### config.mk
export PLATFORM = sky130hd
export DESIGN_NAME = circular_prime_test_core
export DESIGN_NICKNAME = d
export VERILOG_FILES = /design/src/rtl/core/cpt_pkg.sv /design/src/rtl/core/circular_prime_test_core.sv /design/src/rtl/core/cpt_div.sv /design/src/rtl/core/cpt_dp.sv /design/src/rtl/core/cpt_ctrl.sv
export SDC_FILE = /design/constraint.sdc
export NUM_CORES = 2
export LEC_CHECK = 0
export ABC_AREA = 1
export BUFFER_PORTS_ARGS = -buffer_cell sky130_fd_sc_hd__buf_2
export CAP_MARGIN = 5
export CORE_AREA = 2 2 363 365
export DETAILED_ROUTE_END_ITERATION = 16
export DIE_AREA = 0 0 365 367
export HOLD_SLACK_MARGIN = 0.05
export PLACE_DENSITY = 0.46
export SKIP_LAST_GASP = 1
export SLEW_MARGIN = 25
export SYNTH_ARGS = -nofsm -noshare
export SYNTH_HDL_FRONTEND = slang
export SYNTH_SLANG_ARGS = --single-unit
### constraint.sdc
create_clock -name clk_i -period 14.5 [get_ports clk_i]
set_clock_uncertainty 0.2 [all_clocks]
set_input_delay 0.725 -clock clk_i [delete_from_list [all_inputs] [get_ports clk_i]]
set_output_delay 0.725 -clock clk_i [all_outputs]
set_load 0.01 [all_outputs]
### src/rtl/core/cpt_pkg.sv
// Shared types and constants for the circular prime test core.
`default_nettype none

package cpt_pkg;

  // Default maximum number of decimal digits counted in a value.
  localparam int unsigned MAX_DIGITS_DEF = 10;

  // Width of the input value and the reported rotation.
  localparam int unsigned VALUE_W = 32;

  // Width of a rotation before it is cut to 32 bits (10^10 needs 34 bits).
  localparam int unsigned WIDE_W = 34;

  // Trial divisors run up to 65537, which needs 17 bits.
  localparam int unsigned DIVISOR_W = 17;

  // Reciprocal of ten scaled by 2^37; exact for every dividend below 2^34.
  localparam logic [WIDE_W-1:0] RECIP10    = 34'd13743895348;
  localparam int unsigned       RECIP10_SH = 37;

  // Operand selection for the shared divider.
  typedef enum logic [1:0] {
    DIV_MODV  = 2'd0,  // value mod 10^n
    DIV_TRIAL = 2'd1   // candidate mod trial divisor
  } div_sel_e;

  // Commands from the controller to the datapath.
  typedef struct packed {
    logic     load_in;
    logic     cnt_step;
    logic     div_start;
    div_sel_e div_sel;
    logic     load_r_mod;
    logic     prime_init;
    logic     trial_next;
    logic     rot_mul_lo;
    logic     rot_mul_hi;
    logic     rot_update;
    logic     res_load;
    logic     res_pass;
  } cpt_cmd_t;

  // Status from the datapath to the controller.
  typedef struct packed {
    logic cnt_more;
    logic div_done;
    logic rem_zero;
    logic c_small;
    logic sq_over;
    logic rot_last;
    logic out_free;
  } cpt_sts_t;

endpackage

`default_nettype wire

### src/rtl/core/circular_prime_test_core.sv
// Top level of the decimal circular prime test core.
//
//   Channel | Direction | Handshake              | Payload
//   --------+-----------+------------------------+----------------------------------
//   input   | in        | in_valid_i/in_ready_o   | value_i[31:0]
//   output  | out       | out_valid_o/out_ready_i | is_circular_o, failed_rotation_o
//
// An item counts its digits, runs one divider pass and then tests each rotation in turn.
// A rotation is tested with trial divisors: 2, then odd divisors up to the square root,
// at most about 32768 per rotation; a rotation that fails on a divisor ends the item.
// Each trial divisor costs a check state and a pass of the shared radix-4 divider.
// Moving to the next rotation is a split by ten through the ST_ROT_HI and ST_ROT_UPD states.
// Reset clears the controller and the output valid flag; no clearing pass is needed.
// A new item is taken as soon as the controller is idle, even while the last
// result still waits in the output register; a finished item stalls until it is free.
`default_nettype none

module circular_prime_test_core #(
  parameter int unsigned MAX_DIGITS = cpt_pkg::MAX_DIGITS_DEF
) (
  input  wire logic                         clk_i,
  input  wire logic                         rst_ni,
  input  wire logic                         in_valid_i,
  output logic                              in_ready_o,
  input  wire logic [cpt_pkg::VALUE_W-1:0]  value_i,
  output logic                              out_valid_o,
  input  wire logic                         out_ready_i,
  output logic                              is_circular_o,
  output logic [cpt_pkg::VALUE_W-1:0]       failed_rotation_o
);
  import cpt_pkg::*;

  cpt_cmd_t cmd;
  cpt_sts_t sts;

  // Sequencer.
  cpt_ctrl u_ctrl (
    .clk_i      (clk_i),
    .rst_ni     (rst_ni),
    .in_valid_i (in_valid_i),
    .in_ready_o (in_ready_o),
    .sts_i      (sts),
    .cmd_o      (cmd)
  );

  // Arithmetic and result register.
  cpt_dp #(
    .MAX_DIGITS (MAX_DIGITS)
  ) u_dp (
    .clk_i             (clk_i),
    .rst_ni            (rst_ni),
    .cmd_i             (cmd),
    .sts_o             (sts),
    .value_i           (value_i),
    .out_valid_o       (out_valid_o),
    .out_ready_i       (out_ready_i),
    .is_circular_o     (is_circular_o),
    .failed_rotation_o (failed_rotation_o)
  );

endmodule

`default_nettype wire

### src/rtl/core/cpt_div.sv
// Iterative restoring divider, two quotient bits per cycle.
`default_nettype none

module cpt_div (
  input  wire logic                        clk_i,
  input  wire logic                        rst_ni,
  input  wire logic                        start_i,
  input  wire logic [cpt_pkg::WIDE_W-1:0]  dividend_i,
  input  wire logic [cpt_pkg::WIDE_W-1:0]  divisor_i,
  output logic                             done_o,
  output logic [cpt_pkg::WIDE_W-1:0]       quo_o,
  output logic [cpt_pkg::WIDE_W-1:0]       rem_o
);
  import cpt_pkg::*;

  localparam int unsigned ITER  = WIDE_W / 2;
  localparam int unsigned CNT_W = $clog2(ITER);

  logic              busy_q;
  logic              done_q;
  logic [CNT_W-1:0]  cnt_q;
  logic [WIDE_W-1:0] quo_q, rem_q, dvs_q;

  logic [WIDE_W:0]   t1, t2;
  logic              ge1, ge2;
  logic [WIDE_W-1:0] r1, r2, q1, q2;

  // Two dependent shift and subtract steps.
  always_comb begin
    t1  = {rem_q, quo_q[WIDE_W-1]};
    ge1 = (t1 >= {1'b0, dvs_q});
    r1  = ge1 ? WIDE_W'(t1 - {1'b0, dvs_q}) : WIDE_W'(t1);
    q1  = {quo_q[WIDE_W-2:0], ge1};
    t2  = {r1, q1[WIDE_W-1]};
    ge2 = (t2 >= {1'b0, dvs_q});
    r2  = ge2 ? WIDE_W'(t2 - {1'b0, dvs_q}) : WIDE_W'(t2);
    q2  = {q1[WIDE_W-2:0], ge2};
  end

  // Control: busy flag, iteration count and done pulse.
  always_ff @(posedge clk_i or negedge rst_ni) begin
    if (!rst_ni) begin
      busy_q <= 1'b0;
      done_q <= 1'b0;
      cnt_q  <= '0;
    end else begin
      done_q <= 1'b0;
      if (start_i) begin
        busy_q <= 1'b1;
        cnt_q  <= '0;
      end else if (busy_q) begin
        if (cnt_q == CNT_W'(ITER - 1)) begin
          busy_q <= 1'b0;
          done_q <= 1'b1;
        end
        cnt_q <= cnt_q + CNT_W'(1);
      end
    end
  end

  // Operands and partial results.
  always_ff @(posedge clk_i) begin
    if (start_i) begin
      quo_q <= dividend_i;
      rem_q <= '0;
      dvs_q <= divisor_i;
    end else if (busy_q) begin
      quo_q <= q2;
      rem_q <= r2;
    end
  end

  assign done_o = done_q;
  assign quo_o  = quo_q;
  assign rem_o  = rem_q;

endmodule

`default_nettype wire

### src/rtl/core/cpt_dp.sv
// Datapath: digit count, rotations, trial division and result register.
`default_nettype none

module cpt_dp #(
  parameter int unsigned MAX_DIGITS = cpt_pkg::MAX_DIGITS_DEF
) (
  input  wire logic                         clk_i,
  input  wire logic                         rst_ni,
  input  wire cpt_pkg::cpt_cmd_t            cmd_i,
  output cpt_pkg::cpt_sts_t                 sts_o,
  input  wire logic [cpt_pkg::VALUE_W-1:0]  value_i,
  output logic                              out_valid_o,
  input  wire logic                         out_ready_i,
  output logic                              is_circular_o,
  output logic [cpt_pkg::VALUE_W-1:0]       failed_rotation_o
);
  import cpt_pkg::*;

  localparam int unsigned NW     = $clog2(MAX_DIGITS + 1);
  localparam int unsigned HALF_W = WIDE_W / 2;
  localparam int unsigned PROD_W = HALF_W + WIDE_W;
  localparam int unsigned ACC_W  = 2 * WIDE_W;

  logic [VALUE_W-1:0]   v_q, c_q, fail_val_q;
  logic [WIDE_W-1:0]    pow_hi_q, pow10_q, r_q, sq_q;
  logic [NW-1:0]        n_q, rot_q;
  logic [DIVISOR_W-1:0] d_q;
  logic                 out_valid_q, circ_q;
  logic [PROD_W-1:0]    prod_lo_q;
  logic [WIDE_W-1:0]    quo10_q;

  logic [WIDE_W-1:0]    div_a, div_b, div_quo, div_rem;
  logic                 div_done;
  logic [WIDE_W-1:0]    pow10_x10, rot_next, sq_next;
  logic [PROD_W-1:0]    prod_lo, prod_hi;
  logic [ACC_W-1:0]     acc;
  logic [3:0]           rot_digit;

  // Divider operand selection.
  always_comb begin
    unique case (cmd_i.div_sel)
      DIV_MODV: begin
        div_a = WIDE_W'(v_q);
        div_b = pow10_q;
      end
      DIV_TRIAL: begin
        div_a = WIDE_W'(c_q);
        div_b = WIDE_W'(d_q);
      end
      default: begin
        div_a = WIDE_W'(v_q);
        div_b = pow10_q;
      end
    endcase
  end

  cpt_div u_div (
    .clk_i      (clk_i),
    .rst_ni     (rst_ni),
    .start_i    (cmd_i.div_start),
    .dividend_i (div_a),
    .divisor_i  (div_b),
    .done_o     (div_done),
    .quo_o      (div_quo),
    .rem_o      (div_rem)
  );

  // Rotation split by ten: multiply by the scaled reciprocal one half at a time.
  assign prod_lo = PROD_W'(r_q[HALF_W-1:0]) * PROD_W'(RECIP10);
  assign prod_hi = PROD_W'(r_q[WIDE_W-1:HALF_W]) * PROD_W'(RECIP10);
  assign acc     = ACC_W'(prod_lo_q) + {prod_hi, {HALF_W{1'b0}}};

  // The last digit only needs the low four bits of r - 10 * q.
  assign rot_digit = r_q[3:0] - ({quo10_q[0], 3'b000} + {quo10_q[2:0], 1'b0});

  // Next power of ten, next rotation and next divisor square.
  assign pow10_x10 = WIDE_W'({pow10_q, 3'b000}) + WIDE_W'({pow10_q, 1'b0});
  assign rot_next  = quo10_q + WIDE_W'(pow_hi_q * WIDE_W'(rot_digit));
  assign sq_next   = sq_q + WIDE_W'({d_q, 2'b00}) + WIDE_W'(4);

  // Working registers.
  always_ff @(posedge clk_i) begin
    if (cmd_i.load_in) begin
      v_q      <= value_i;
      pow_hi_q <= WIDE_W'(1);
      pow10_q  <= WIDE_W'(10);
      n_q      <= NW'(1);
      rot_q    <= '0;
    end
    if (cmd_i.cnt_step) begin
      pow_hi_q <= pow10_q;
      pow10_q  <= pow10_x10;
      n_q      <= n_q + NW'(1);
    end
    if (cmd_i.load_r_mod) begin
      r_q <= div_rem;
    end
    if (cmd_i.rot_mul_lo) begin
      prod_lo_q <= prod_lo;
    end
    if (cmd_i.rot_mul_hi) begin
      quo10_q <= WIDE_W'(acc[ACC_W-1:RECIP10_SH]);
    end
    if (cmd_i.rot_update) begin
      r_q   <= rot_next;
      rot_q <= rot_q + NW'(1);
    end
    if (cmd_i.prime_init) begin
      c_q  <= r_q[VALUE_W-1:0];
      d_q  <= DIVISOR_W'(2);
      sq_q <= WIDE_W'(4);
    end
    if (cmd_i.trial_next) begin
      if (d_q == DIVISOR_W'(2)) begin
        d_q  <= DIVISOR_W'(3);
        sq_q <= WIDE_W'(9);
      end else begin
        d_q  <= d_q + DIVISOR_W'(2);
        sq_q <= sq_next;
      end
    end
  end

  // Result register; a finished result waits here for its transfer.
  always_ff @(posedge clk_i or negedge rst_ni) begin
    if (!rst_ni) begin
      out_valid_q <= 1'b0;
    end else if (cmd_i.res_load) begin
      out_valid_q <= 1'b1;
    end else if (out_ready_i) begin
      out_valid_q <= 1'b0;
    end
  end

  always_ff @(posedge clk_i) begin
    if (cmd_i.res_load) begin
      circ_q     <= cmd_i.res_pass;
      fail_val_q <= cmd_i.res_pass ? '0 : c_q;
    end
  end

  // Status toward the controller.
  always_comb begin
    sts_o.cnt_more = (WIDE_W'(v_q) >= pow10_q) && (n_q < NW'(MAX_DIGITS));
    sts_o.div_done = div_done;
    sts_o.rem_zero = (div_rem == '0);
    sts_o.c_small  = (c_q < VALUE_W'(2));
    sts_o.sq_over  = (sq_q > WIDE_W'(c_q));
    sts_o.rot_last = ((rot_q + NW'(1)) == n_q);
    sts_o.out_free = !out_valid_q || out_ready_i;
  end

  assign out_valid_o       = out_valid_q;
  assign is_circular_o     = circ_q;
  assign failed_rotation_o = fail_val_q;

endmodule

`default_nettype wire

### src/rtl/core/cpt_ctrl.sv
// Controller state machine sequencing digit count, rotations and trial division.
`default_nettype none

module cpt_ctrl (
  input  wire logic               clk_i,
  input  wire logic               rst_ni,
  input  wire logic               in_valid_i,
  output logic                    in_ready_o,
  input  wire cpt_pkg::cpt_sts_t  sts_i,
  output cpt_pkg::cpt_cmd_t       cmd_o
);
  import cpt_pkg::*;

  typedef enum logic [3:0] {
    ST_IDLE,
    ST_COUNT,
    ST_MOD_WAIT,
    ST_PRIME_INIT,
    ST_TRIAL_CHK,
    ST_TRIAL_WAIT,
    ST_ROT_HI,
    ST_ROT_UPD,
    ST_FINISH
  } state_e;

  state_e state_q, state_d;
  logic   fail_q, fail_d;

  // Next state and commands.
  always_comb begin
    state_d = state_q;
    fail_d  = fail_q;
    cmd_o   = '0;
    cmd_o.div_sel  = DIV_MODV;
    cmd_o.res_pass = !fail_q;
    unique case (state_q)
      ST_IDLE: begin
        if (in_valid_i) begin
          cmd_o.load_in = 1'b1;
          fail_d        = 1'b0;
          state_d       = ST_COUNT;
        end
      end
      ST_COUNT: begin
        if (sts_i.cnt_more) begin
          cmd_o.cnt_step = 1'b1;
        end else begin
          cmd_o.div_start = 1'b1;
          cmd_o.div_sel   = DIV_MODV;
          state_d         = ST_MOD_WAIT;
        end
      end
      ST_MOD_WAIT: begin
        if (sts_i.div_done) begin
          cmd_o.load_r_mod = 1'b1;
          state_d          = ST_PRIME_INIT;
        end
      end
      ST_PRIME_INIT: begin
        cmd_o.prime_init = 1'b1;
        state_d          = ST_TRIAL_CHK;
      end
      ST_TRIAL_CHK: begin
        priority if (sts_i.c_small) begin
          fail_d  = 1'b1;
          state_d = ST_FINISH;
        end else if (sts_i.sq_over) begin
          // This rotation is prime.
          if (sts_i.rot_last) begin
            state_d = ST_FINISH;
          end else begin
            cmd_o.rot_mul_lo = 1'b1;
            state_d          = ST_ROT_HI;
          end
        end else begin
          cmd_o.div_start = 1'b1;
          cmd_o.div_sel   = DIV_TRIAL;
          state_d         = ST_TRIAL_WAIT;
        end
      end
      ST_TRIAL_WAIT: begin
        cmd_o.div_sel = DIV_TRIAL;
        if (sts_i.div_done) begin
          if (sts_i.rem_zero) begin
            fail_d  = 1'b1;
            state_d = ST_FINISH;
          end else begin
            cmd_o.trial_next = 1'b1;
            state_d          = ST_TRIAL_CHK;
          end
        end
      end
      ST_ROT_HI: begin
        cmd_o.rot_mul_hi = 1'b1;
        state_d          = ST_ROT_UPD;
      end
      ST_ROT_UPD: begin
        cmd_o.rot_update = 1'b1;
        state_d          = ST_PRIME_INIT;
      end
      ST_FINISH: begin
        if (sts_i.out_free) begin
          cmd_o.res_load = 1'b1;
          state_d        = ST_IDLE;
        end
      end
      default: begin
        state_d = ST_IDLE;
      end
    endcase
  end

  // State and the registered failure flag.
  always_ff @(posedge clk_i or negedge rst_ni) begin
    if (!rst_ni) begin
      state_q <= ST_IDLE;
      fail_q  <= 1'b0;
    end else begin
      state_q <= state_d;
      fail_q  <= fail_d;
    end
  end

  assign in_ready_o = (state_q == ST_IDLE);

endmodule

`default_nettype wire
# Yosys cells after proc, flatten, opt, wreduce, memory -nomap -nowiden
# Index checks and enable logic that the tools add are counted.
# classes
shift,0
order_cmp,6
eq_ne,19
add_sub_neg,13
mux,70
div_mod_pow,0
bitwise_logic,0
n_mul,3
reduce_logical,15
# op_table
op,count
34-bit 2-to-1 mux,13
"17-bit by 32-bit multiplier with 49-bit output, second input constant",2
35-bit by 34-bit greater-or-equal comparator with 1-bit output,2
51-bit by 68-bit adder with 68-bit output,1
17-bit 2-to-1 mux,4
34-bit subtractor,2
4-bit 2-to-1 mux,13
4-bit one-hot mux with 9 select lines,1
31-bit by 34-bit adder with 34-bit output,1
34-bit by 19-bit adder with 34-bit output,1
"34-bit by 3-bit adder with 34-bit output, second input constant",1
34-bit adder,1
32-bit by 34-bit greater-or-equal comparator with 1-bit output,1
34-bit by 32-bit greater-than comparator with 1-bit output,1
34-bit zero test,1
34-bit by 4-bit multiplier with 34-bit output,1
"32-bit by 2-bit less-than comparator with 1-bit output, second input constant",1
32-bit 2-to-1 mux,1
1-bit 2-to-1 mux,30
"17-bit by 2-bit adder with 17-bit output, second input constant",1
"17-bit by 2-bit equality test with 1-bit output, second input constant",1
"4-bit by 3-bit equality test with 1-bit output, second input constant",4
2-bit nonzero test,6
5-bit 2-to-1 mux,2
other kinds (23),34
# word_totals
mem_count,0
wordCells,149
output_inout_bits,35
latch_bits,0
rom_bits,0
mem_bits_rw,0
input_bits,36
reg_bits,453

# Logic depth before layout (Yosys ltp)
# depth
depth_word,7
ltp_mapped,39
ltp_nobuf,39

# By module
# A second synthesis with hierarchy kept.
# unflattened
hier_cells,5898
area_unflattened_um2,45870.2
# by_module_without_submodules
mod,cells_per_inst,instances,seq_area_each_um2,area_each_um2
cpt_dp,4304,1,9544.2,35507.8
cpt_div,1507,1,2897.8,9851.9
cpt_ctrl,87,1,125.1,510.5

# Worst setup path before layout
# No wires, ideal clock.
# synth_timing
path_type,reg-to-reg
start,register u_dp.r_q[32]
end,register u_dp.quo10_q[30] (data pin)
setup_ps,249
stages_incl_launch_ff,35
n_path_buf,2
required_time_ps,14051
path_slack_ps,7769
t_arrival_ps,6282
synth_period_minus_slack_ps,6731
path_cell_list,edfxtp_1 inv_1 ha_1 fa_1 fa_1 inv_1 fa_1 inv_1 fa_1 inv_1 fa_1 ha_1 buf_4 nand2_2 nor2_4 buf_8 nand3_4 nor2_2 nand2_1 nand3_2 nand2_1 nand2_2 inv_2 ha_1 inv_1 nor3_1 inv_1 o21ai_0 a21oi_1 nand2_1 nand3_1 nor2_1 nand4_1 nand2_1 inv_1
# synth_between
elab_chain_len,2
# synth_lines
element,line_no,text
start: declaration,cpt_dp.sv:25,"logic [WIDE_W-1:0] pow_hi_q, pow10_q, r_q, sq_q;"
start signal: assignment,cpt_dp.sv:96,r_q <= div_rem;
start signal: assignment,cpt_dp.sv:105,r_q <= rot_next;
17-bit by 32-bit multiplier with 49-bit output,cpt_dp.sv:70,assign prod_hi = PROD_W'(r_q[WIDE_W-1:HALF_W]) * PROD_W'(RECIP10);
51-bit by 68-bit adder with 68-bit output,cpt_dp.sv:71,"assign acc = ACC_W'(prod_lo_q) + {prod_hi, {HALF_W{1'b0}}};"
net u_dp.acc[67],cpt_dp.sv:36,logic [ACC_W-1:0] acc;
end signal: assignment,cpt_dp.sv:102,quo10_q <= WIDE_W'(acc[ACC_W-1:RECIP10_SH]);
end: declaration,cpt_dp.sv:30,logic [WIDE_W-1:0] quo10_q;
# The timed path passes the listed nets, and every way through them passes these cells.
# A chain may end at the register's enable or synchronous reset.

# Final worst setup path
# layout_timing
start,register u_dp.r_q[28]
end,register u_dp.quo10_q[28] (data pin)
# The elaborated chain is that of the path after synthesis.

==> flow_summary.ini <==
[sta]
final.hold.worst_slack_ps = 88.5
finalHoldViolations = 0
rsz0062_at_grt = false
setup_total_negative_slack_ps = 0
finalSetupViolations = 0
max_freq_mhz = 125
period_needed_ps = 7990
max-slew-margin-rel = 0.271
slew_worst_pin_ps = 1080
layout_worst_path_cycle_share = 0.551
final_max_slew_viol_count = 0

[logic_synthesis]
synth_cells = 5741
synth_top_flop_cell = sky130_fd_sc_hd__edfxtp_1
synth_async_sr_flop_share = 0.0301
netlist.area_leader.share = 0.256
yosys_warnings = 0
ys_top_cells_by_count = sky130_fd_sc_hd__nand2_1 (1269), sky130_fd_sc_hd__inv_1 (1040), sky130_fd_sc_hd__ha_1 (547), sky130_fd_sc_hd__nor2_1 (539), sky130_fd_sc_hd__edfxtp_1 (385)
synth.most_common_cell = sky130_fd_sc_hd__nand2_1
synth_area_per_cell_sq_um = 7.87
yosys_register_bits = 432
synth_area_leaders = sky130_fd_sc_hd__edfxtp_1 (26%), sky130_fd_sc_hd__ha_1 (15%), sky130_fd_sc_hd__fa_1 (12%), sky130_fd_sc_hd__nand2_1 (11%), sky130_fd_sc_hd__inv_1 (8.6%)
synth_enable_flop_cells = 385
yosys.cell_types.count = 59
syn_area_sq_um = 45200
synthDominantAreaCellType = sky130_fd_sc_hd__edfxtp_1
synth.yosys.seq_area_share = 0.278

[cts]
post_cts_resize_count = 0
cts_buffers = 56
tritoncts = done
h-tree-depth = 2
clock_tree.buffer_depth = 3
root_buffer = sky130_fd_sc_hd__clkbuf_16
clock_pin_slew_of_the_registers_on_the_worst_case_setup_and_hold_paths_ps = 60
clock_insertion_delay_worst_skew_ps = 690
tritoncts_num_sinks = 432

[die]
floorplan.die.width_um = 365
io_pins = 71
floorplan.rows = 133
vertical_die_dimension_um = 367
initial_core_util = 0.346
die_area_sq_um = 134000
core_region_area_sq_um = 130000

[detailed_routing]
wire_per_inst_um = 21.7
wl_met3_um = 6800
drc_errors = 0
post_drt_via_cell_ratio = 5.04
topRoutingLayerUsed = met4
routed_wl_met2_um = 77000
drt_first_iter_violations = 2873
totalWireLength_um = 166000
detail_route.wirelength.met1_um = 77900
drt.antenna.violating_nets = 0
first_pass_iteration_count_of_the_detailed_router = 6
dr_total_vias = 38600

[final_layout]
fill_cells = 13900
layout.nets = 6704
synthToLayoutAreaGrowth_pct = 10.3
proportion_of_layout_cells_with_a_drive_suffix_above_1 = 0.0497
final_design_area_no_fill_sq_um = 49800
finish.cell_count_without_fillers = 7649

[flow_run]
maxCapViolations = 0

[worst_setup_path]
cp_common_cell = sky130_fd_sc_hd__nand2_1
critical_path_required_ps = 14700
timing.critical_path.to_type = flip-flop
master_of_the_slowest_instance_on_the_critical_path = sky130_fd_sc_hd__fa_1
worst_setup_path_start_kind = flip-flop
critPathKind = reg -> reg
data_arrival_critical_path_ps = 8190
critPathMaxStageDelay_ps = 600
crit_path_max_fanout = 11

[placement]
place_area_sq_um = 47700
routability_cong = 0.938
placed_cells = 7521
hpwl_um = 138000
placement.io_buffers = 70

[global_route]
antenna_violations_before_repair = 3
global_route.overflow_total = 0
grt_max_degree = 70
global_route_wire_length_before_repair_um = 250000
globalRouteTotalUtil = 0.249
grt_pass1_vias = 38700

[run_status]
status = finished clean

[min_path]
worstHoldPathType = in -> reg
==> cells by family (layout without fill, tap and decap cells) <==
family,after synthesis,after routing,synth area share
simple gates,2352,2352,0.218
buf+inv,1136,1287,0.0963
flops,432,432,0.278
fa+ha+maj,818,818,0.272
compound gates,812,812,0.0985
other cells,1,3,0.0000830
xor+xnor,190,190,0.0368
==> flip-flops by register name, indices dropped and copies added (netlist names) <==
register / count
u_ctrl.state_q: 4
u_dp.u_div.done_o: 1
u_dp.u_div.cnt_q: 5
u_dp.failed_rotation_o: 32
u_dp.c_q: 32
u_dp.quo10_q: 31
u_ctrl.fail_q: 1
u_dp.prod_lo_q: 32
u_dp.rot_q: 4
u_dp.v_q: 32
u_dp.is_circular_o: 1
u_dp.sq_q: 33
u_dp.u_div.rem_o: 34
u_dp.u_div.busy_q: 1
u_dp.out_valid_o: 1
u_dp.d_q: 17
u_dp.u_div.dvs_q: 34
u_dp.n_q: 4
u_dp.r_q: 34
u_dp.pow10_q: 31
u_dp.u_div.quo_o: 34
u_dp.pow_hi_q: 34
==> final cells by class <==
class	count	area [sq um]	area share
diodes	1	2.50	0.0000502
clock buffers	68	1460	0.0292
clock inverters	33	400	0.00804
inverters	1054	3960	0.0794
multi-input cells	4174	28300	0.569
flip-flops and latches	432	12600	0.252
well taps	1755	2200	0.0441
repair buffers	132	913	0.0183
==> stage by stage <==
stage           util  worst slack (ps)
6_report       0.382              6510
2_1_floorplan      -              7770
3_3_place_gp   0.365              6490
4_1_cts        0.382              6450
3_5_place_dp   0.366              6470
5_1_grt        0.382              5820
==> layout by cell type (no fill, tap or decap), drive strengths merged, types with 2 or more instances in the layout <==
cell type    count
nand4           69
a21boi          10
and3             3
edfxtp         385
a211oi           3
clkinv          20
o31ai            2
dfrtp           13
clkbuf          68
nor2           558
nor3            49
o211ai           8
dlygate4sd3     26
o311ai           2
dfxtp           34
o221ai           5
nand2         1294
nor4            45
buf            106
nand3b           7
ha             547
a21oi          375
a21o            21
clkinvlp         3
a31oi           66
conb             2
inv           1058
fa             271
xor2           127
o21ai          266
o22ai            2
nor3b            3
or2             24
xnor2           63
o21a            21
and2             5
nand3          294
o21bai          26
bufinv           6
==> worst max-delay path: cells and delay by family, from the launching register on <==
family | cells | cell delay (ps)
fa+ha+maj | 8 | 3860
compound gates | 1 | 440
flops | 1 | 520
buf+inv | 8 | 640
simple gates | 17 | 2060
==> worst paths after layout <==
check                                       end                  from  slack (ps)  cells after the start
min in group asynchronous     u_ctrl.state_q[0]                rst_ni         280                      2
setup reg to reg               u_dp.quo10_q[28]          u_dp.r_q[28]        6510                     34
max in group asynchronous     u_dp.u_div.busy_q                rst_ni       13560                      2
hold / removal                      u_dp.v_q[9]            value_i[9]          90                      1
hold reg to reg            u_dp.u_div.rem_o[22]  u_dp.u_div.rem_o[22]         300                      2
setup / recovery               u_dp.quo10_q[28]          u_dp.r_q[28]        6510                     34
==> layer usage <==
metal	vias up	GRT usage
met5	-	0
met4	0	0.0598
met3	178	0.0214
met2	897	0.411
met1	18500	0.351
li1	18900	-
==> timing repair <==
| action | CTS | global route |
|---|---|---|
| setup buffers | 0 | 0 |
| endpoints found under the hold margin | 38 | 0 |
| hold buffers | 26 | 0 |
Power is not shown: default switching activity piles up to over one toggle a cycle in this logic, so the estimate is an artifact.
